<file path="src/sv/encoder_frame_crc_position_tracker_defines.svh">
// assertion macros shared by the encoder frame tracker modules
// expects a clock named clock and a reset named reset in the using module
`ifndef ENCODER_FRAME_CRC_POSITION_TRACKER_DEFINES_SVH
`define ENCODER_FRAME_CRC_POSITION_TRACKER_DEFINES_SVH

// checked only outside reset
`define EFCPT_ASSERT(lbl, prop) \
   lbl: assert property (@(posedge clock) disable iff (reset) prop) \
      else $error("efcpt check failed");

// checked at every edge, reset included
`define EFCPT_ASSERT_ALWAYS(lbl, prop) \
   lbl: assert property (@(posedge clock) prop) \
      else $error("efcpt check failed");

`endif

</file>
<file path="src/sv/efcpt_pkg.sv">
// types, constants and the crc column function of the encoder frame tracker
// no dependencies
package efcpt_pkg;

   localparam int unsigned FRAME_W    = 24;
   localparam int unsigned ANGLE_W    = 14;
   localparam int unsigned CRC_W      = 6;
   localparam int unsigned CRC_DATA_W = 18;
   localparam int unsigned TOP_DATA_BIT = 17;
   localparam int unsigned CNT_W      = 32;
   localparam int unsigned THR_W      = 8;
   localparam int unsigned DIFF_W     = 16;

   localparam logic [CRC_W-1:0] CRC_POLY = 6'h03;

   localparam logic signed [DIFF_W-1:0] HALF_TURN = 16'sd8192;
   localparam logic signed [DIFF_W-1:0] FULL_TURN = 16'sd16384;

   localparam logic [THR_W-1:0] THRESHOLD_RESET = 8'd20;

   // register index decoded from csr address bit 2
   localparam logic REG_FAIL_TRIP_THRESHOLD = 1'b0;

   localparam int unsigned REQ_DATA_W = 32;
   localparam int unsigned RSP_DATA_W = 144;

   typedef struct packed {
      logic                    crc_good;
      logic                    trip_fault;
      logic signed [CNT_W-1:0] position;
      logic [ANGLE_W-1:0]      raw_angle;
      logic [CNT_W-1:0]        ok_count;
      logic [CNT_W-1:0]        fail_count;
      logic [CNT_W-1:0]        fail_run;
   } rsp_type;

   // crc contribution of a single set data bit, msb first, init zero
   function automatic logic [CRC_W-1:0] crc6_column(input int unsigned pos);
      logic [CRC_W-1:0] crc;
      logic             fb;
      crc = '0;
      for (int i = TOP_DATA_BIT; i >= 0; i--) begin
         fb  = (i == int'(pos)) ^ crc[CRC_W-1];
         crc = {crc[CRC_W-2:0], 1'b0};
         if (fb) begin
            crc = crc ^ CRC_POLY;
         end
      end
      return crc;
   endfunction

endpackage

</file>
<file path="src/sv/efcpt_crc6.sv">
// crc-6 check of the upper 18 frame bits against the received 6-bit crc
// depends on efcpt_pkg
module efcpt_crc6 (
   input  logic [efcpt_pkg::CRC_DATA_W-1:0] data,
   input  logic [efcpt_pkg::CRC_W-1:0]      crc_rx,
   output logic                             good
);
   import efcpt_pkg::*;

   logic [CRC_W-1:0] crc_calc;

   // crc is linear: xor of the columns of the set data bits
   always_comb begin
      crc_calc = '0;
      for (int i = 0; i < CRC_DATA_W; i++) begin
         if (data[i]) begin
            crc_calc = crc_calc ^ crc6_column(i);
         end
      end
   end

   assign good = (crc_calc == crc_rx);

endmodule

</file>
<file path="src/sv/efcpt_track.sv">
// tracker state: counters, previous angle and unwrapped position
// depends on efcpt_pkg, efcpt_crc6 and the assertion header
`include "encoder_frame_crc_position_tracker_defines.svh"

module efcpt_track (
   input  logic                             clock,
   input  logic                             reset,
   input  logic                             fire,
   input  logic [efcpt_pkg::FRAME_W-1:0]    frame,
   input  logic                             armed,
   input  logic [efcpt_pkg::THR_W-1:0]      threshold,
   output efcpt_pkg::rsp_type               result
);
   import efcpt_pkg::*;

   logic [ANGLE_W-1:0]      prev_angle_ff, prev_angle_in;
   logic                    have_prev_ff, have_prev_in;
   logic [CNT_W-1:0]        position_ff, position_in;
   logic [CNT_W-1:0]        good_total_ff, good_total_in;
   logic [CNT_W-1:0]        bad_total_ff, bad_total_in;
   logic [CNT_W-1:0]        bad_run_ff, bad_run_in;

   logic                    good;
   logic [ANGLE_W-1:0]      angle;
   logic signed [DIFF_W-1:0] diff;
   logic signed [DIFF_W-1:0] step;
   logic [CNT_W-1:0]        run_inc;

   assign angle = frame[FRAME_W-1 -: ANGLE_W];

   efcpt_crc6 u_crc (
      .data   (frame[FRAME_W-1 -: CRC_DATA_W]),
      .crc_rx (frame[CRC_W-1:0]),
      .good   (good)
   );

   assign run_inc = bad_run_ff + CNT_W'(1);

   // shortest signed difference; exactly a half turn keeps its sign
   always_comb begin
      diff = $signed({{(DIFF_W-ANGLE_W){1'b0}}, angle})
           - $signed({{(DIFF_W-ANGLE_W){1'b0}}, prev_angle_ff});
      step = diff;
      if (diff > HALF_TURN) begin
         step = diff - FULL_TURN;
      end else if (diff < -HALF_TURN) begin
         step = diff + FULL_TURN;
      end
   end

   always_comb begin
      prev_angle_in = prev_angle_ff;
      have_prev_in  = have_prev_ff;
      position_in   = position_ff;
      good_total_in = good_total_ff;
      bad_total_in  = bad_total_ff;
      bad_run_in    = bad_run_ff;
      if (good) begin
         good_total_in = good_total_ff + CNT_W'(1);
         bad_run_in    = '0;
         prev_angle_in = angle;
         have_prev_in  = 1'b1;
         if (have_prev_ff) begin
            position_in = position_ff + CNT_W'(unsigned'({{(CNT_W-DIFF_W){step[DIFF_W-1]}}, step}));
         end else begin
            position_in = {{(CNT_W-ANGLE_W){1'b0}}, angle};
         end
      end else begin
         bad_total_in = bad_total_ff + CNT_W'(1);
         bad_run_in   = run_inc;
      end
   end

   always_comb begin
      result.crc_good   = good;
      result.trip_fault = !good && armed && (run_inc >= {{(CNT_W-THR_W){1'b0}}, threshold});
      result.position   = position_in;
      result.raw_angle  = angle;
      result.ok_count   = good_total_in;
      result.fail_count = bad_total_in;
      result.fail_run   = bad_run_in;
   end

   always_ff @(posedge clock) begin
      if (reset) begin
         prev_angle_ff <= '0;
         have_prev_ff  <= 1'b0;
         position_ff   <= '0;
         good_total_ff <= '0;
         bad_total_ff  <= '0;
         bad_run_ff    <= '0;
      end else if (fire) begin
         prev_angle_ff <= prev_angle_in;
         have_prev_ff  <= have_prev_in;
         position_ff   <= position_in;
         good_total_ff <= good_total_in;
         bad_total_ff  <= bad_total_in;
         bad_run_ff    <= bad_run_in;
      end
   end

   `EFCPT_ASSERT(a_good_clears_run, fire && good |=> bad_run_ff == '0)
   `EFCPT_ASSERT(a_bad_counts, fire && !good |=> bad_total_ff == $past(bad_total_ff) + CNT_W'(1))
   `EFCPT_ASSERT(a_no_prev_no_pos, !have_prev_ff |-> position_ff == '0)

endmodule

</file>
<file path="src/sv/encoder_frame_crc_position_tracker.sv">
// path: an accepted item passes the input register, then the result register, to rsp_tvalid
// throughput: one item per cycle unless stalled; crc check and unwrap add lie between the registers
// a stalled result register holds the input register, which fills before req_tready drops
// reset: synchronous; clears counters, position and valids, threshold returns to 20
// depends on efcpt_pkg, efcpt_track and the assertion header
`include "encoder_frame_crc_position_tracker_defines.svh"

module encoder_frame_crc_position_tracker (
   input  logic                               clock,
   input  logic                               reset,
   // req_tdata: frame [23:0], armed [24], zero [31:25]
   input  logic                               req_tvalid,
   output logic                               req_tready,
   input  logic [efcpt_pkg::REQ_DATA_W-1:0]   req_tdata,
   // rsp_tdata: crc_good [0], trip_fault [1], position [33:2], raw_angle [47:34],
   // ok_count [79:48], fail_count [111:80], fail_run [143:112]
   output logic                               rsp_tvalid,
   input  logic                               rsp_tready,
   output logic [efcpt_pkg::RSP_DATA_W-1:0]   rsp_tdata,
   input  logic                               csr_psel,
   input  logic                               csr_penable,
   input  logic                               csr_pwrite,
   input  logic [2:0]                         csr_paddr,
   input  logic [31:0]                        csr_pwdata,
   output logic [31:0]                        csr_prdata,
   output logic                               csr_pready
);
   import efcpt_pkg::*;

   logic               in_valid_ff, in_valid_in;
   logic [FRAME_W-1:0] in_frame_ff;
   logic               in_armed_ff;
   logic               out_valid_ff, out_valid_in;
   rsp_type            out_res_ff;
   rsp_type            result;
   logic [THR_W-1:0]   threshold_ff, threshold_in;
   logic               adv;
   logic               take;
   logic               csr_write;

   assign adv        = in_valid_ff && (!out_valid_ff || rsp_tready);
   assign req_tready = !in_valid_ff || adv;
   assign take       = req_tvalid && req_tready;

   assign in_valid_in  = take || (in_valid_ff && !adv);
   assign out_valid_in = adv || (out_valid_ff && !rsp_tready);

   efcpt_track u_track (
      .clock     (clock),
      .reset     (reset),
      .fire      (adv),
      .frame     (in_frame_ff),
      .armed     (in_armed_ff),
      .threshold (threshold_ff),
      .result    (result)
   );

   // config port
   assign csr_pready = 1'b1;
   assign csr_write  = csr_psel && csr_penable && csr_pwrite && csr_pready;

   always_comb begin
      threshold_in = threshold_ff;
      if (csr_write && (csr_paddr[2] == REG_FAIL_TRIP_THRESHOLD)) begin
         threshold_in = csr_pwdata[THR_W-1:0];
      end
   end

   assign csr_prdata = (csr_paddr[2] == REG_FAIL_TRIP_THRESHOLD) ?
                       {{(32-THR_W){1'b0}}, threshold_ff} : '0;

   always_ff @(posedge clock) begin
      if (reset) begin
         in_valid_ff  <= 1'b0;
         out_valid_ff <= 1'b0;
         threshold_ff <= THRESHOLD_RESET;
      end else begin
         in_valid_ff  <= in_valid_in;
         out_valid_ff <= out_valid_in;
         threshold_ff <= threshold_in;
      end
   end

   always_ff @(posedge clock) begin
      if (take) begin
         in_frame_ff <= req_tdata[FRAME_W-1:0];
         in_armed_ff <= req_tdata[FRAME_W];
      end
      if (adv) begin
         out_res_ff <= result;
      end
   end

   assign rsp_tvalid = out_valid_ff;
   assign rsp_tdata  = {out_res_ff.fail_run,
                        out_res_ff.fail_count,
                        out_res_ff.ok_count,
                        out_res_ff.raw_angle,
                        out_res_ff.position,
                        out_res_ff.trip_fault,
                        out_res_ff.crc_good};

   `EFCPT_ASSERT_ALWAYS(a_reset_empty, $past(reset) |-> !rsp_tvalid)
   `EFCPT_ASSERT(a_adv_fills_out, adv |=> out_valid_ff)
   `EFCPT_ASSERT(a_trip_only_bad, out_valid_ff && out_res_ff.trip_fault |-> !out_res_ff.crc_good)

endmodule
</file>
<file path="config.mk">
export PLATFORM = sky130hd
export DESIGN_NAME = encoder_frame_crc_position_tracker
export DESIGN_NICKNAME = d
export VERILOG_FILES = /design/src/sv/efcpt_pkg.sv /design/src/sv/efcpt_crc6.sv /design/src/sv/efcpt_track.sv /design/src/sv/encoder_frame_crc_position_tracker.sv
export VERILOG_INCLUDE_DIRS = /design/src /design/src/sv
export SDC_FILE = /design/constraint.sdc
export NUM_CORES = 1
export LEC_CHECK = 0
export BUFFER_PORTS_ARGS = -buffer_cell sky130_fd_sc_hd__buf_2
export CAP_MARGIN = 0
export CORE_MARGIN = 3
export CORE_UTILIZATION = 52
export DETAILED_ROUTE_END_ITERATION = 10
export PLACE_DENSITY_LB_ADDON = 0.2
export SYNTH_ARGS = -nofsm -noshare
export SYNTH_HDL_FRONTEND = slang
export SYNTH_SLANG_ARGS = --single-unit
export TNS_END_PERCENT = 30
</file>
<file path="constraint.sdc">
create_clock -name clock -period 6.1 [get_ports clock]
set_clock_uncertainty 0.05 [all_clocks]
set_input_delay 0 -clock clock [delete_from_list [all_inputs] [get_ports clock]]
set_output_delay 0 -clock clock [all_outputs]
set_load 0.01 [all_outputs]
</file>
==> flow_summary_export.csv <==
group,metric,value,unit
status,outcome,"complete, no violations",
power_and_ir_drop,powerDensity,253,nW/um^2
floorplanning,die_width,183,um
drt,drt_wl_total,37.3,mm
drt,drc,0,
drt,wl_per_cell,16.1,um
sta,layout_setup_ws,200,ps
place,port_buffers,194,
clock_network,clock-sinks,322,
drt,dr.first_iter.drc_count,817,
clock_network,cts_tree,"yes",
synthesis,yosysMostFrequentCell,"nand2_1",
clock_network,insertion_delay,520,ps
synthesis,synthAdderAreaFrac,4.63,%
drt,dr.pass1.iters,5,
place,placement.cell_area,17500,sq um
synthesis,synth.area.top_cells,"edfxtp_1 (31%), dfxtp_1 (19%), xnor2_1 (5.4%)",
sta,setup_viol,0,
sta,finalSetupTns,0,ps
grt,grtUsageTotal,22.0,%
worst_hold_path,holdCritStartpoint,"reset",
synthesis,synth_top_family_by_area,"simple AND/OR/NAND/NOR gates",
sta,max_freq,170,MHz
grt,grt_max_degree,156,
setup_path,worstPathMaxFanout,7,
clock_network,root_buffer,"clkbuf_16",
floorplanning,io_pins,253,
setup_path,crit_arrival,6110,ps
synthesis,synth-edff-count,169,
floorplanning,initial_core_util,52.9,%
layout,fin_util,62.2,%
synthesis,syn_inst,1669,
synthesis,ys_seq_area_share,50.0,%
synthesis,synthSimpleGateAreaFrac,18.1,%
synthesis,yosys_register_bits,322,
sta,layout_min_cycle_time,5900,ps
power_and_ir_drop,peakVddDrop,307,uV
sta,period_share,96.7,%
synthesis,yosys_warnings,0,
layout,syn2layout_area_growth,17.6,%
synthesis,async_flop_share,0,%
layout,fin_area,19100,sq um
sta,hold_viol,0,
power_and_ir_drop,leakagePower,7.48,nW
synthesis,ys_top_cells_by_count,"nand2_1 (220), nor2_1 (195), edfxtp_1 (169), dfxtp_1 (153), a21oi_1 (119)",
clock_network,cts_buffers,34,
sta,max-slew-margin-rel,21.5,%
synthesis,synth_cell_types,72,
clock_network,htreeDepth,2,
grt,grt_pass1_wl,61.4,mm
synthesis,yosysTopAreaCell,"edfxtp_1",
clock_network,clkTransAtPathRegs,60,ps
grt,overflow,0,
layout,antennaDiodeCount,0,
synthesis,ys.flop_type,"edfxtp_1",
synthesis,synth_area,16300,sq um
drt,vias,12700,
floorplanning,die_y,183,um
drt,viasPerCell,5.47,
clock_network,cts_buffer_depth,3,
sta,rsz0062_at_grt,"yes",
setup_path,crit_start,"in_frame_ff[10]$_DFFE_PP_",
synthesis,synthDominantCellAreaShare,31.2,%
power_and_ir_drop,fin_total_pwr,0.00485,W
floorplanning,core.rowCount,64,
synthesis,synth.area.mux_share,0.815,%
floorplanning,core,30700,sq um
run,maxCapViolCount,0,
sta,worst_slew_pin_slew,1180,ps
synthesis,synth.avg_cell_area,9.75,sq um
place,pre_cts_slack,-25.7,ps
setup_path,worstPathRequired,6310,ps
synthesis,synth_xor_area_share,11.1,%
layout,final_layout_size_suffix_gt1_share,15.6,%
layout,final_nets,2024,
worst_hold_path,hold_class,"input port to register",
grt,grt_pass1_vias,12400,
synthesis,synth-compound-area-share,11.2,%
sta,slew_violations,0,
drt,postRouteAntennaNets,0,
setup_path,path_class,"register to register",
setup_path,cp-start-kind,"register",
place,dp_hpwl,24.1,mm
setup_path,r2r_start,"in_frame_ff[10]$_DFFE_PP_",
floorplanning,die-area,33400,sq um
layout,fillers,2536,
grt,antenna_found_initial,0,
place,place.gp.congestion,0.853,
setup_path,worstSetupEndpointType,"register",
[stage by stage]
step / hold slack [ps] / std cells
5_1_grt: 70.8 / 2313
2_1_floorplan: 48.9 / 1692
3_3_place_gp: 127 / 2204
6_report: 6.35 / 2313
3_5_place_dp: 128 / 2204
4_1_cts: 23.3 / 2313
[report_power, final]
group	total, W	switching, W	internal [W]	leakage [nW]
sequential	0.00237	0.0000283	0.00234	2.80
clock	0.00198	0.000843	0.00114	0.527
combinational	0.000491	0.000299	0.000192	4.16
total	0.00485	0.00117	0.00368	7.48
[state kept, by name, indices dropped and copies added, names as in the netlist]
name and flops:
in_armed_ff 1, threshold_ff 8, u_track.prev_angle_ff 14, in_frame_ff 24, rsp_tdata 144, in_valid_ff 1, u_track.position_ff 32, u_track.good_total_ff 32
u_track.bad_run_ff 32, u_track.have_prev_ff 1, rsp_tvalid 1, u_track.bad_total_ff 32
[layer usage]
metal / vias up / routed length [um] / track usage [%]
met3: 64 / 2190 / 4.17
met4: 0 / 912 / 6.61
met2: 358 / 17700 / 36.8
met1: 5980 / 16400 / 29.3
li1: 6256 / - / -
met5: - / 0 / 0
[logic make-up after synthesis]
group | after synthesis
AND/OR/NAND/NOR | 640
flip-flops | 322
AO/OA/AOI/OAI | 290
XOR/XNOR | 196
buffers and inverters | 147
adder cells (fa/ha/maj) | 59
multiplexers | 13
other | 2
[layout make-up]
cell class | instances | area (sq um) | area share (%)
Clock buffer | 48 | 953 | 4.98
Sequential cell | 322 | 8140 | 42.5
Clock inverter | 14 | 118 | 0.615
Timing Repair Buffer | 266 | 1630 | 8.51
Multi-Input combinational cell | 1223 | 7630 | 39.9
Inverter | 44 | 174 | 0.909
Tap cell | 396 | 495 | 2.59
[path summary, 6_finish.rpt]
path | slack (ps) | endpoint | depth (start not counted)
setup / recovery | 200 | rsp_tdata[33]$_DFFE_PP_ | 22
hold / removal | 6 | u_track.good_total_ff[9]$_SDFFE_PP0P_ | 2
hold reg to reg | 400 | u_track.prev_angle_ff[6]$_SDFFE_PP0P_ | 2
setup reg to reg | 200 | rsp_tdata[33]$_DFFE_PP_ | 22
[placed cells by master, fill, tap and decap left out, types with 5 or more instances in the layout]
cell and instances:
nand2_1 220, nor2_1 194, buf_2 193, edfxtp_1 169, dfxtp_1 153, a21oi_1 118, xnor2_1 99, xor2_1 90
nand3_1 57, ha_1 54, o21ai_0 46, dlygate4sd3_1 46, inv_1 42, clkbuf_16 34, or3_1 32, buf_4 27
conb_1 25, and3_1 24, nor3_1 21, a21o_1 21, nand4_1 19, a211oi_1 18, nor2b_1 15, a22o_1 12
mux2i_1 11, and2_1 10, nor4_1 9, and4_1 9, clkbuf_1 9, a31oi_1 8, o21a_1 8, clkinv_2 7
a211o_1 7, xnor3_1 6, o31ai_1 6, o21bai_1 6, a32oi_1 5, a22oi_1 5, clkbuf_8 5
[worst max-delay path: stages, from the launching register on]
cell and delay [ps]:
edfxtp_1 390, inv_1 70, ha_1 160, inv_1 60, fa_2 370, a211o_1 320, a211o_1 270, a2111o_1 450
a31o_1 250, a21oi_2 180, xnor2_2 110, o41a_4 560, ha_1 350, a21o_1 230, a31o_2 260, a221oi_2 250
o21ai_1 110, a211oi_2 190, a211o_1 170, a31oi_1 90, xor2_1 230, mux2_1 340, a22o_1 180
[timing repair]
action	4_1_cts	5_1_grt
pin swaps	1	2
gates resized for setup	0	12
hold buffers	46	0
buffers inserted	1	0
setup endpoints to repair	1	8
endpoints found under the hold margin	35	0
No activity file was read; power rests on OpenSTA's default activity.
